==> config.mk <==
export PLATFORM = sky130hd
export DESIGN_NAME = oid_sensor_two_wire_interface
export DESIGN_NICKNAME = d
export VERILOG_FILES = /design/src/hw/rtl/ostwi_pkg.sv /design/src/hw/rtl/ostwi_front.sv /design/src/hw/rtl/ostwi_back.sv /design/src/hw/rtl/oid_sensor_two_wire_interface.sv
export SDC_FILE = /design/constraint.sdc
export NUM_CORES = 1
export LEC_CHECK = 0
export BUFFER_PORTS_ARGS = -buffer_cell sky130_fd_sc_hd__buf_2
export CAP_MARGIN = 5
export CORE_ASPECT_RATIO = 1.5
export CORE_MARGIN = 2
export CORE_UTILIZATION = 46
export DETAILED_ROUTE_END_ITERATION = 8
export PLACE_DENSITY_LB_ADDON = 0.12
export SLEW_MARGIN = 15
export SYNTH_ARGS = -nofsm -noshare
export SYNTH_HDL_FRONTEND = slang
export SYNTH_SLANG_ARGS = --single-unit
==> constraint.sdc <==
create_clock -name clk -period 5.25 [get_ports clk]
set_input_delay 0.2625 -clock clk [delete_from_list [all_inputs] [get_ports clk]]
set_output_delay 0.2625 -clock clk [all_outputs]
set_load 0.02 [all_outputs]
==> src/hw/rtl/ostwi_pkg.sv <==
`timescale 1ns / 1ps
`default_nettype none
package ostwi_pkg;

  localparam int READ_BITS_DEF = 23;
  localparam int CMD_BITS = 8;
  localparam int GAP_PERIODS = 10;
  localparam int RAW_W = 23;
  localparam int CODE_W = 18;
  localparam int INDEX_W = 16;
  localparam int CFG_DATA_W = 23;
  localparam int CFG_INDEX_W = 3;

  localparam logic [CFG_INDEX_W-1:0] CFG_READ_HALF  = 3'd0;
  localparam logic [CFG_INDEX_W-1:0] CFG_WRITE_HALF = 3'd1;
  localparam logic [CFG_INDEX_W-1:0] CFG_HOLDOFF    = 3'd2;
  localparam logic [CFG_INDEX_W-1:0] CFG_TIMEOUT    = 3'd3;
  localparam logic [CFG_INDEX_W-1:0] CFG_DONT_CARE  = 3'd4;
  localparam logic [CFG_INDEX_W-1:0] CFG_MISS_MIN   = 3'd5;
  localparam logic [CFG_INDEX_W-1:0] CFG_MISS_MAX   = 3'd6;
  localparam logic [CFG_INDEX_W-1:0] CFG_POWER_DOWN = 3'd7;

  typedef struct packed {
    logic [15:0]       read_half_ticks;
    logic [15:0]       write_half_ticks;
    logic [9:0]        holdoff_ms;
    logic [9:0]        timeout_ms;
    logic [CODE_W-1:0] dont_care_code;
    logic [CODE_W-1:0] missing_min;
    logic [CODE_W-1:0] missing_max;
    logic [RAW_W-1:0]  power_down_code;
  } cfg_t;

  typedef struct packed {
    logic       req_type;
    logic [7:0] cmd_byte;
    logic       sdio_in;
    logic       ms_tick;
  } item_t;

  typedef struct packed {
    logic               sck_level;
    logic               sdio_drive;
    logic               sdio_enable;
    logic               busy_res;
    logic               word_valid;
    logic [RAW_W-1:0]   raw_word;
    logic               index_valid;
    logic [INDEX_W-1:0] pen_index;
    logic               pen_leave;
    logic               pen_timeout;
    logic               reinit_needed;
  } res_t;

  typedef enum logic [11:0] {
    PH_IDLE  = 12'b0000_0000_0001,
    PH_R_PRE = 12'b0000_0000_0010,
    PH_R_SHI = 12'b0000_0000_0100,
    PH_R_SLO = 12'b0000_0000_1000,
    PH_R_BHI = 12'b0000_0001_0000,
    PH_R_BLO = 12'b0000_0010_0000,
    PH_W_PRE = 12'b0000_0100_0000,
    PH_W_SHI = 12'b0000_1000_0000,
    PH_W_SLO = 12'b0001_0000_0000,
    PH_W_BHI = 12'b0010_0000_0000,
    PH_W_BLO = 12'b0100_0000_0000,
    PH_W_GAP = 12'b1000_0000_0000
  } phase_t;

endpackage
`default_nettype wire

==> src/hw/rtl/ostwi_front.sv <==
`timescale 1ns / 1ps
`default_nettype none
module ostwi_front (
  input  wire             clk,
  input  wire             rst,
  input  wire             in_valid,
  output logic            in_stall,
  input  ostwi_pkg::item_t item,
  output logic            head_valid,
  output ostwi_pkg::item_t head,
  input  wire             pop
);

  ostwi_pkg::item_t slots [2];
  logic             wr_ptr;
  logic             rd_ptr;
  logic [1:0]       count;
  logic             push;

  assign in_stall   = (count == 2'd2);
  assign push       = in_valid && !in_stall;
  assign head_valid = (count != 2'd0);
  assign head       = slots[rd_ptr];

  always_ff @(posedge clk) begin
    if (rst) begin
      wr_ptr <= 1'b0;
      rd_ptr <= 1'b0;
      count  <= 2'd0;
    end else begin
      if (push) begin
        wr_ptr <= ~wr_ptr;
      end
      if (pop) begin
        rd_ptr <= ~rd_ptr;
      end
      count <= count + {1'b0, push} - {1'b0, pop};
    end
  end

  always_ff @(posedge clk) begin
    if (push) begin
      slots[wr_ptr] <= item;
    end
  end

endmodule
`default_nettype wire

==> src/hw/rtl/ostwi_back.sv <==
`timescale 1ns / 1ps
`default_nettype none
module ostwi_back #(
  parameter int READ_BITS = ostwi_pkg::READ_BITS_DEF
) (
  input  wire              clk,
  input  wire              rst,
  input  ostwi_pkg::cfg_t  cfg,
  input  wire              head_valid,
  input  ostwi_pkg::item_t head,
  output logic             pop,
  input  wire              out_stall,
  output logic             out_valid,
  output ostwi_pkg::res_t  res
);

  localparam int SW = READ_BITS;
  localparam int BCW = $clog2(READ_BITS + 1);

  ostwi_pkg::phase_t phase, phase_next;
  logic [BCW-1:0]    bit_count, bit_count_next, bc_inc;
  logic [15:0]       tick_count, tick_count_next;
  logic [SW-1:0]     shift_word, shift_word_next, shift_in;
  logic [7:0]        pending_cmd, pending_cmd_next;
  logic              cmd_pending, cmd_pending_next;
  logic              drain, drain_next;
  logic [9:0]        holdoff_count, holdoff_count_next;
  logic [9:0]        timeout_count, timeout_count_next, timeout_dec;
  logic [15:0]       index_reg, index_reg_next;
  logic              leave_flag, leave_flag_next;
  logic              reinit_flag, reinit_flag_next;
  logic [ostwi_pkg::RAW_W-1:0]  raw_reg, raw_reg_next;
  logic [ostwi_pkg::CODE_W-1:0] code;
  logic [31:0]       shift_ext;
  logic [15:0]       read_load, write_load;
  logic              word_valid, index_valid, pen_timeout;
  logic              sck, drv, en;

  assign pop = head_valid && (!out_valid || !out_stall);

  assign read_load  = (cfg.read_half_ticks == 16'd0) ? 16'd0 : cfg.read_half_ticks - 16'd1;
  assign write_load = (cfg.write_half_ticks == 16'd0) ? 16'd0 : cfg.write_half_ticks - 16'd1;
  assign bc_inc     = bit_count + 1'b1;
  assign shift_in   = {shift_word[SW-2:0], head.sdio_in};
  assign shift_ext  = 32'(shift_in);
  assign timeout_dec = timeout_count - 10'd1;

  always_comb begin
    phase_next         = phase;
    bit_count_next     = bit_count;
    tick_count_next    = tick_count;
    shift_word_next    = shift_word;
    pending_cmd_next   = pending_cmd;
    cmd_pending_next   = cmd_pending;
    drain_next         = drain;
    holdoff_count_next = holdoff_count;
    timeout_count_next = timeout_count;
    index_reg_next     = index_reg;
    leave_flag_next    = leave_flag;
    reinit_flag_next   = reinit_flag;
    raw_reg_next       = raw_reg;
    code               = raw_reg[ostwi_pkg::CODE_W-1:0];
    word_valid         = 1'b0;
    index_valid        = 1'b0;
    pen_timeout        = 1'b0;

    if (head.ms_tick) begin
      if (holdoff_count != 10'd0) begin
        holdoff_count_next = holdoff_count - 10'd1;
      end
      if (timeout_count != 10'd0) begin
        if (timeout_dec == 10'd0) begin
          pen_timeout        = 1'b1;
          timeout_count_next = cfg.timeout_ms;
        end else begin
          timeout_count_next = timeout_dec;
        end
      end
    end
    if (head.req_type) begin
      pending_cmd_next = head.cmd_byte;
      cmd_pending_next = 1'b1;
    end

    if (phase == ostwi_pkg::PH_IDLE) begin
      if (cmd_pending_next) begin
        if (!head.sdio_in) begin
          drain_next      = 1'b1;
          shift_word_next = '0;
          bit_count_next  = '0;
          phase_next      = ostwi_pkg::PH_R_PRE;
          tick_count_next = read_load;
        end else begin
          shift_word_next  = SW'(pending_cmd_next);
          cmd_pending_next = 1'b0;
          bit_count_next   = '0;
          phase_next       = ostwi_pkg::PH_W_PRE;
          tick_count_next  = write_load;
        end
      end else if (holdoff_count_next == 10'd0 && !head.sdio_in) begin
        drain_next      = 1'b0;
        shift_word_next = '0;
        bit_count_next  = '0;
        phase_next      = ostwi_pkg::PH_R_PRE;
        tick_count_next = read_load;
      end
    end else if (tick_count != 16'd0) begin
      tick_count_next = tick_count - 16'd1;
    end else begin
      unique case (phase)
        ostwi_pkg::PH_R_PRE: begin
          phase_next      = ostwi_pkg::PH_R_SHI;
          tick_count_next = read_load;
        end
        ostwi_pkg::PH_R_SHI: begin
          phase_next      = ostwi_pkg::PH_R_SLO;
          tick_count_next = read_load;
        end
        ostwi_pkg::PH_R_SLO, ostwi_pkg::PH_R_BLO: begin
          if (phase == ostwi_pkg::PH_R_SLO) begin
            phase_next      = ostwi_pkg::PH_R_BHI;
            tick_count_next = read_load;
          end else begin
            shift_word_next = shift_in;
            bit_count_next  = bc_inc;
            if (bc_inc < BCW'(READ_BITS)) begin
              phase_next      = ostwi_pkg::PH_R_BHI;
              tick_count_next = read_load;
            end else begin
              raw_reg_next = shift_ext[ostwi_pkg::RAW_W-1:0];
              code         = shift_ext[ostwi_pkg::CODE_W-1:0];
              word_valid   = 1'b1;
              if (shift_ext[ostwi_pkg::RAW_W-1:0] == cfg.power_down_code) begin
                reinit_flag_next = 1'b1;
              end
              if (drain) begin
                drain_next       = 1'b0;
                shift_word_next  = SW'(pending_cmd_next);
                cmd_pending_next = 1'b0;
                bit_count_next   = '0;
                phase_next       = ostwi_pkg::PH_W_PRE;
                tick_count_next  = write_load;
              end else begin
                phase_next         = ostwi_pkg::PH_IDLE;
                holdoff_count_next = cfg.holdoff_ms;
                if (shift_ext[22] && !shift_ext[21]) begin
                  if (code == cfg.dont_care_code) begin
                    leave_flag_next = leave_flag;
                  end else if (code >= cfg.missing_min && code <= cfg.missing_max) begin
                    leave_flag_next = 1'b1;
                  end else if (code[17:16] == 2'd0) begin
                    index_reg_next     = code[15:0];
                    leave_flag_next    = 1'b0;
                    index_valid        = 1'b1;
                    timeout_count_next = cfg.timeout_ms;
                  end
                end else begin
                  leave_flag_next = 1'b1;
                end
              end
            end
          end
        end
        ostwi_pkg::PH_R_BHI: begin
          phase_next      = ostwi_pkg::PH_R_BLO;
          tick_count_next = read_load;
        end
        ostwi_pkg::PH_W_PRE: begin
          phase_next      = ostwi_pkg::PH_W_SHI;
          tick_count_next = write_load;
        end
        ostwi_pkg::PH_W_SHI: begin
          phase_next      = ostwi_pkg::PH_W_SLO;
          tick_count_next = write_load;
        end
        ostwi_pkg::PH_W_SLO: begin
          phase_next      = ostwi_pkg::PH_W_BHI;
          tick_count_next = write_load;
        end
        ostwi_pkg::PH_W_BHI: begin
          phase_next      = ostwi_pkg::PH_W_BLO;
          tick_count_next = write_load;
        end
        ostwi_pkg::PH_W_BLO: begin
          if (bc_inc < BCW'(ostwi_pkg::CMD_BITS)) begin
            bit_count_next  = bc_inc;
            shift_word_next = SW'({shift_word[6:0], 1'b0});
            phase_next      = ostwi_pkg::PH_W_BHI;
          end else begin
            bit_count_next = '0;
            phase_next     = ostwi_pkg::PH_W_GAP;
          end
          tick_count_next = write_load;
        end
        ostwi_pkg::PH_W_GAP: begin
          if (bc_inc < BCW'(ostwi_pkg::GAP_PERIODS)) begin
            bit_count_next  = bc_inc;
            phase_next      = ostwi_pkg::PH_W_GAP;
            tick_count_next = write_load;
          end else begin
            bit_count_next = '0;
            phase_next     = ostwi_pkg::PH_IDLE;
          end
        end
        default: begin
          phase_next = ostwi_pkg::PH_IDLE;
        end
      endcase
    end
  end

  always_comb begin
    sck = 1'b0;
    drv = 1'b0;
    en  = 1'b0;
    case (phase_next)
      ostwi_pkg::PH_R_SHI: begin
        sck = 1'b1;
        en  = 1'b1;
      end
      ostwi_pkg::PH_R_SLO: begin
        en = 1'b1;
      end
      ostwi_pkg::PH_R_BHI, ostwi_pkg::PH_W_SHI: begin
        sck = 1'b1;
      end
      ostwi_pkg::PH_W_BHI: begin
        sck = 1'b1;
        en  = 1'b1;
        drv = shift_word_next[7];
      end
      ostwi_pkg::PH_W_BLO, ostwi_pkg::PH_W_GAP: begin
        en  = 1'b1;
        drv = shift_word_next[7];
      end
      default: begin
        sck = 1'b0;
      end
    endcase
  end

  always_ff @(posedge clk) begin
    if (rst) begin
      phase         <= ostwi_pkg::PH_IDLE;
      bit_count     <= '0;
      tick_count    <= 16'd0;
      shift_word    <= '0;
      pending_cmd   <= 8'd0;
      cmd_pending   <= 1'b0;
      drain         <= 1'b0;
      holdoff_count <= 10'd0;
      timeout_count <= 10'd0;
      index_reg     <= 16'd0;
      leave_flag    <= 1'b1;
      reinit_flag   <= 1'b0;
      raw_reg       <= '0;
      out_valid     <= 1'b0;
    end else begin
      if (pop) begin
        phase         <= phase_next;
        bit_count     <= bit_count_next;
        tick_count    <= tick_count_next;
        shift_word    <= shift_word_next;
        pending_cmd   <= pending_cmd_next;
        cmd_pending   <= cmd_pending_next;
        drain         <= drain_next;
        holdoff_count <= holdoff_count_next;
        timeout_count <= timeout_count_next;
        index_reg     <= index_reg_next;
        leave_flag    <= leave_flag_next;
        reinit_flag   <= reinit_flag_next;
        raw_reg       <= raw_reg_next;
        out_valid     <= 1'b1;
      end else if (!out_stall) begin
        out_valid <= 1'b0;
      end
    end
  end

  always_ff @(posedge clk) begin
    if (pop) begin
      res.sck_level     <= sck;
      res.sdio_drive    <= drv;
      res.sdio_enable   <= en;
      res.busy_res      <= (phase_next != ostwi_pkg::PH_IDLE);
      res.word_valid    <= word_valid;
      res.raw_word      <= raw_reg_next;
      res.index_valid   <= index_valid;
      res.pen_index     <= index_reg_next;
      res.pen_leave     <= leave_flag_next;
      res.pen_timeout   <= pen_timeout;
      res.reinit_needed <= reinit_flag_next;
    end
  end

endmodule
`default_nettype wire

==> src/hw/rtl/oid_sensor_two_wire_interface.sv <==
`timescale 1ns / 1ps
`default_nettype none
// Host controller for a two-wire optical-ID pen sensor. Each input transaction is one
// clock tick of the link: it may carry a command byte to write, the sampled data line
// level and a millisecond pulse. Each input transaction yields exactly one result
// transaction with the levels to drive on the serial clock and data lines and the
// decoded pen status. One transaction is processed per cycle unless a stall holds the
// flow; the link sequencer takes one step per transaction. A two-entry input queue feeds
// the sequencer and a result register holds its output, so each transaction passes
// through the queue and then the result register. Configuration registers may be
// written only while no transaction is in flight.
module oid_sensor_two_wire_interface #(
  parameter int READ_BITS = ostwi_pkg::READ_BITS_DEF
) (
  input  wire                                     clk,
  input  wire                                     rst,
  input  wire                                     cfg_wr_en,
  input  wire  [ostwi_pkg::CFG_INDEX_W-1:0]       cfg_index,
  input  wire  [ostwi_pkg::CFG_DATA_W-1:0]        cfg_data,
  input  wire                                     in_valid,
  output logic                                    in_stall,
  input  wire                                     req_type,
  input  wire  [7:0]                              cmd_byte,
  input  wire                                     sdio_in,
  input  wire                                     ms_tick,
  output logic                                    out_valid,
  input  wire                                     out_stall,
  output logic                                    sck_level,
  output logic                                    sdio_drive,
  output logic                                    sdio_enable,
  output logic                                    busy_res,
  output logic                                    word_valid,
  output logic [ostwi_pkg::RAW_W-1:0]             raw_word,
  output logic                                    index_valid,
  output logic [ostwi_pkg::INDEX_W-1:0]           pen_index,
  output logic                                    pen_leave,
  output logic                                    pen_timeout,
  output logic                                    reinit_needed
);

  ostwi_pkg::cfg_t  cfg;
  ostwi_pkg::item_t item;
  ostwi_pkg::item_t head;
  ostwi_pkg::res_t  res;
  logic             head_valid;
  logic             pop;

  always_ff @(posedge clk) begin
    if (rst) begin
      cfg.read_half_ticks  <= 16'd300;
      cfg.write_half_ticks <= 16'd1000;
      cfg.holdoff_ms       <= 10'd30;
      cfg.timeout_ms       <= 10'd100;
      cfg.dont_care_code   <= '0;
      cfg.missing_min      <= '0;
      cfg.missing_max      <= '0;
      cfg.power_down_code  <= '0;
    end else if (cfg_wr_en) begin
      unique case (cfg_index)
        ostwi_pkg::CFG_READ_HALF:  cfg.read_half_ticks  <= cfg_data[15:0];
        ostwi_pkg::CFG_WRITE_HALF: cfg.write_half_ticks <= cfg_data[15:0];
        ostwi_pkg::CFG_HOLDOFF:    cfg.holdoff_ms       <= cfg_data[9:0];
        ostwi_pkg::CFG_TIMEOUT:    cfg.timeout_ms       <= cfg_data[9:0];
        ostwi_pkg::CFG_DONT_CARE:  cfg.dont_care_code   <= cfg_data[ostwi_pkg::CODE_W-1:0];
        ostwi_pkg::CFG_MISS_MIN:   cfg.missing_min      <= cfg_data[ostwi_pkg::CODE_W-1:0];
        ostwi_pkg::CFG_MISS_MAX:   cfg.missing_max      <= cfg_data[ostwi_pkg::CODE_W-1:0];
        ostwi_pkg::CFG_POWER_DOWN: cfg.power_down_code  <= cfg_data[ostwi_pkg::RAW_W-1:0];
        default: begin
          cfg.holdoff_ms <= cfg.holdoff_ms;
        end
      endcase
    end
  end

  assign item.req_type = req_type;
  assign item.cmd_byte = cmd_byte;
  assign item.sdio_in  = sdio_in;
  assign item.ms_tick  = ms_tick;

  ostwi_front u_front (
    .clk        (clk),
    .rst        (rst),
    .in_valid   (in_valid),
    .in_stall   (in_stall),
    .item       (item),
    .head_valid (head_valid),
    .head       (head),
    .pop        (pop)
  );

  ostwi_back #(
    .READ_BITS (READ_BITS)
  ) u_back (
    .clk        (clk),
    .rst        (rst),
    .cfg        (cfg),
    .head_valid (head_valid),
    .head       (head),
    .pop        (pop),
    .out_stall  (out_stall),
    .out_valid  (out_valid),
    .res        (res)
  );

  assign sck_level     = res.sck_level;
  assign sdio_drive    = res.sdio_drive;
  assign sdio_enable   = res.sdio_enable;
  assign busy_res      = res.busy_res;
  assign word_valid    = res.word_valid;
  assign raw_word      = res.raw_word;
  assign index_valid   = res.index_valid;
  assign pen_index     = res.pen_index;
  assign pen_leave     = res.pen_leave;
  assign pen_timeout   = res.pen_timeout;
  assign reinit_needed = res.reinit_needed;

`ifndef SYNTHESIS
  // The data line is never driven high while the host has released it.
  assert property (@(posedge clk) disable iff (rst)
    out_valid && !sdio_enable |-> !sdio_drive)
    else $error("data driven high while released");

  // A new index only comes from a completed read and always clears pen-leave.
  assert property (@(posedge clk) disable iff (rst)
    out_valid && index_valid |-> word_valid && !pen_leave && !busy_res)
    else $error("index accepted outside a completed read");

  // The serial clock only rises during a transfer.
  assert property (@(posedge clk) disable iff (rst)
    out_valid && sck_level |-> busy_res)
    else $error("serial clock high while idle");
`endif

endmodule
`default_nettype wire
==> out/metrics.yaml <==
maximum_root_to_sink_buffer_count: 3
routedWlPerCell_um: 19.3
full_die_area_mm2: 0.0383
post_cts_buffers: 0
first_global_vias: 13892
worst_setup_hold_path_clk_slew_ps: 70
place.gp.congestion: 0.906
starting_utilization_of_the_core_area_pct: 46.3
timing.max_slew.rel_slack_pct: 19.6
drt.antenna.violating_nets: 0
final_core_utilization_pct: 52.0
min-delay-path-class: "input port to flop"
synth_top_flop_cell: "sky130_fd_sc_hd__dfxtp_1"
slew_violations: 0
postRouteWirelength_um: 49600
syn-mean-instance-area_um2: 8.38
fin_setup_tns_ps: 0
cts-htree-levels: 2
clock_sinks: 331
seq_area_frac_synth_pct: 43.4
dpl.hpwl_um: 34000
powerDensity_mw_per_mm2: 558
die_x_um: 160
critPathBufInv: 1
grt_pass1_wl_um: 77300
cts_made_buffers: 35
met1_demand_to_capacity_share_in_global_routing_pct: 28.6
setup-violations-final: 0
largest_reg_flops: 129
drc: 0
hold_viol: 0
synthCells: 2016
post-synth-top-area-cell: "sky130_fd_sc_hd__dfxtp_1"
arrival_ps: 4440
worst_path_max_delay_cell: "sky130_fd_sc_hd__nor3b_4"
n_fill_cell: 3503
total_number_of_vias: 14620
run_status: "complete, no violations"
maxCapViolations: 0
async_flop_share_pct: 0
drt-pass1-iter-count: 6
critical_path.top_delay_family: "simple AND/OR/NAND/NOR gates"
end_kind: "flop"
net_count_of_the_finished_layout: 2149
diodes: 0
maximum_fanout_encountered_on_the_critical_timing_path: 27
achievable-frequency_mhz: 249
final-seq-area_mm2: 0.00733
die_h_um: 239
synth.area.top_cells: "sky130_fd_sc_hd__dfxtp_1 (31%), sky130_fd_sc_hd__edfxtp_1 (12%), sky130_fd_sc_hd__nand2_1 (8.0%)"
synthesis.area_mm2: 0.0169
number_of_antenna_violations_at_the_first_check_in_global_routing: 0
timing.final.crit_share_pct: 76.5
coreArea_mm2: 0.0365
number_of_input_and_output_port_buffers_inserted: 91
static-leakage-power_nw: 6.95
detail_route.iter0.violations: 998
gr-usage-met3_pct: 3.11
layout-area-overhead-vs-synth_pct: 12.3
fin_crit_ps: 4020
tightestPinTransition_ps: 1210
finalClockSkew_ps: 22.8
grt_util_met2_pct: 48.0
design.portCount: 92
yosys_warnings: 0
critical_path.cell_chain: "inv_1, ha_1, nor3b_1, a31oi_1, mux2_2, o41ai_4, nand2_1, nor3b_4, nor2_1, a211oi_1"
vias_per_cell: 5.69
synth_nets: 2106
grt_usage_pct: 25.5
critPathLaunchType: "flop"
grt-busiest-layer: "met2"
synth.lib_cells_used.distinct: 86
cts_repair_resize_count: 0
max_stage_delay_ps: 970
critPathRequiredTime_ps: 5680
overflow_after_grt: 0
ctsRootBufferMaster: "sky130_fd_sc_hd__clkbuf_16"
grt_setup_unrepaired: "no"
final_layout_size_suffix_gt1_share_pct: 11.8
row_count: 86
grt_max_degree: 205
postSynthRegisterBits: 331
crit_type: "flop to flop"
multiInputGateArea_mm2: 0.00884
synth_top_area_share_pct: 30.9
post_synth_edffs: 70
cts_tree: "done"
clock_latency_ps: 540
max-vdd-ir-drop_mv: 0.365
-- worst min-delay path, delay by kind of cell --
family          cells  cell delay [ps]
compound gates      1               50
buf+inv             1              140
simple gates        1               60
-- path summary, 6_finish.rpt --
path / from / end / slack, ps / depth (start not counted)
setup / recovery: u_back.holdoff_count[0] / u_back.shift_word[5] / 1230 / 10
hold / removal: cfg_data[17] / cfg[17] / 30 / 3
setup reg to reg: u_back.holdoff_count[0] / u_back.shift_word[5] / 1230 / 10
hold reg to reg: cfg[57] / cfg[57] / 450 / 2
-- routing by layer --
metal,wire length (um),part of all wire [%],up-vias
met1,19400,39,6978
met4,2140,4.3,0
met2,26400,53,332
li1,-,-,7188
met3,1700,3.4,122
met5,0,0,-
-- power breakdown --
| part | internal, mW | total, mW | switching (mW) |
|---|---|---|---|
| clock | 1.43 | 2.48 | 1.05 |
| sequential | 3.24 | 3.67 | 0.430 |
| combinational | 1.60 | 4.44 | 2.84 |
-- Yosys cell counts (15+ instances only) --
cell type and instances:
sky130_fd_sc_hd__a211oi_1 25, sky130_fd_sc_hd__mux2i_1 16, sky130_fd_sc_hd__xor2_1 36, sky130_fd_sc_hd__dfxtp_1 261, sky130_fd_sc_hd__nand4_1 25, sky130_fd_sc_hd__nor2_1 206, sky130_fd_sc_hd__nor3_1 58, sky130_fd_sc_hd__o21a_1 21
sky130_fd_sc_hd__a21oi_1 199, sky130_fd_sc_hd__o21ai_0 61, sky130_fd_sc_hd__clkbuf_1 101, sky130_fd_sc_hd__xnor2_1 56, sky130_fd_sc_hd__nor4_1 28, sky130_fd_sc_hd__nand2_1 358, sky130_fd_sc_hd__nand2b_1 15, sky130_fd_sc_hd__or4_1 15
sky130_fd_sc_hd__edfxtp_1 70, sky130_fd_sc_hd__ha_1 48, sky130_fd_sc_hd__mux2_2 43, sky130_fd_sc_hd__nand3_1 66, sky130_fd_sc_hd__inv_1 59
-- placed cells by master (no fill, tap or decap), types with 12 or more instances in the layout --
| cell | Yosys | final |
|---|---|---|
| sky130_fd_sc_hd__nand2_1 | 358 | 358 |
| sky130_fd_sc_hd__dfxtp_1 | 261 | 261 |
| sky130_fd_sc_hd__nor2_1 | 206 | 205 |
| sky130_fd_sc_hd__a21oi_1 | 199 | 199 |
| sky130_fd_sc_hd__buf_2 | 10 | 90 |
| sky130_fd_sc_hd__edfxtp_1 | 70 | 70 |
| sky130_fd_sc_hd__nand3_1 | 66 | 66 |
| sky130_fd_sc_hd__o21ai_0 | 61 | 60 |
| sky130_fd_sc_hd__inv_1 | 59 | 59 |
| sky130_fd_sc_hd__xnor2_1 | 56 | 56 |
| sky130_fd_sc_hd__nor3_1 | 58 | 56 |
| sky130_fd_sc_hd__ha_1 | 48 | 48 |
| sky130_fd_sc_hd__mux2_2 | 43 | 43 |
| sky130_fd_sc_hd__xor2_1 | 36 | 36 |
| sky130_fd_sc_hd__clkbuf_16 | 0 | 36 |
| sky130_fd_sc_hd__nor4_1 | 28 | 28 |
| sky130_fd_sc_hd__nand4_1 | 25 | 25 |
| sky130_fd_sc_hd__a211oi_1 | 25 | 25 |
| sky130_fd_sc_hd__buf_4 | 0 | 23 |
| sky130_fd_sc_hd__o21a_1 | 21 | 21 |
| sky130_fd_sc_hd__dlygate4sd3_1 | 0 | 17 |
| sky130_fd_sc_hd__mux2i_1 | 16 | 16 |
| sky130_fd_sc_hd__or4_1 | 15 | 15 |
| sky130_fd_sc_hd__nand2b_1 | 15 | 15 |
| sky130_fd_sc_hd__nor2b_1 | 12 | 12 |
| sky130_fd_sc_hd__a22oi_1 | 12 | 12 |
-- cells by family (layout without fill, tap and decap cells) --
group | Yosys count | after routing | share of synthesized area (%)
XOR/XNOR | 92 | 92 | 4.77
AND/OR/NAND/NOR | 860 | 860 | 23.6
buffers and inverters | 188 | 257 | 4.40
multiplexers | 59 | 59 | 3.82
AO/OA/AOI/OAI | 437 | 437 | 16.4
flip-flops | 331 | 331 | 43.4
adder cells (fa/ha/maj) | 49 | 49 | 3.62
-- final cells by class --
type	instances	share of cell area (%)
clock buffers	47	5.23
flip-flops and latches	331	38.6
well taps	484	3.19
clock inverters	16	0.778
multi-input cells	1497	46.6
repair buffers	132	4.35
inverters	62	1.24
-- through the flow --
step	setup WS, ps	instances	total power, mW	hold WS, ps	cell area (um^2)
after floorplan	1600	2016	6.87	361	16900
after global placement	1460	2489	8.04	442	17700
after detailed placement	1380	2489	8.11	446	17700
after CTS	1360	2569	10.6	5.38	19000
after global routing	865	2569	11.3	33.3	19000
final	1230	2569	10.6	33.5	19000
-- repair_timing --
action	CTS	global route
endpoints found under the setup margin	0	0
hold buffers	17	0
endpoints found under the hold margin	30	0
Power figures use the tool's default switching activity.
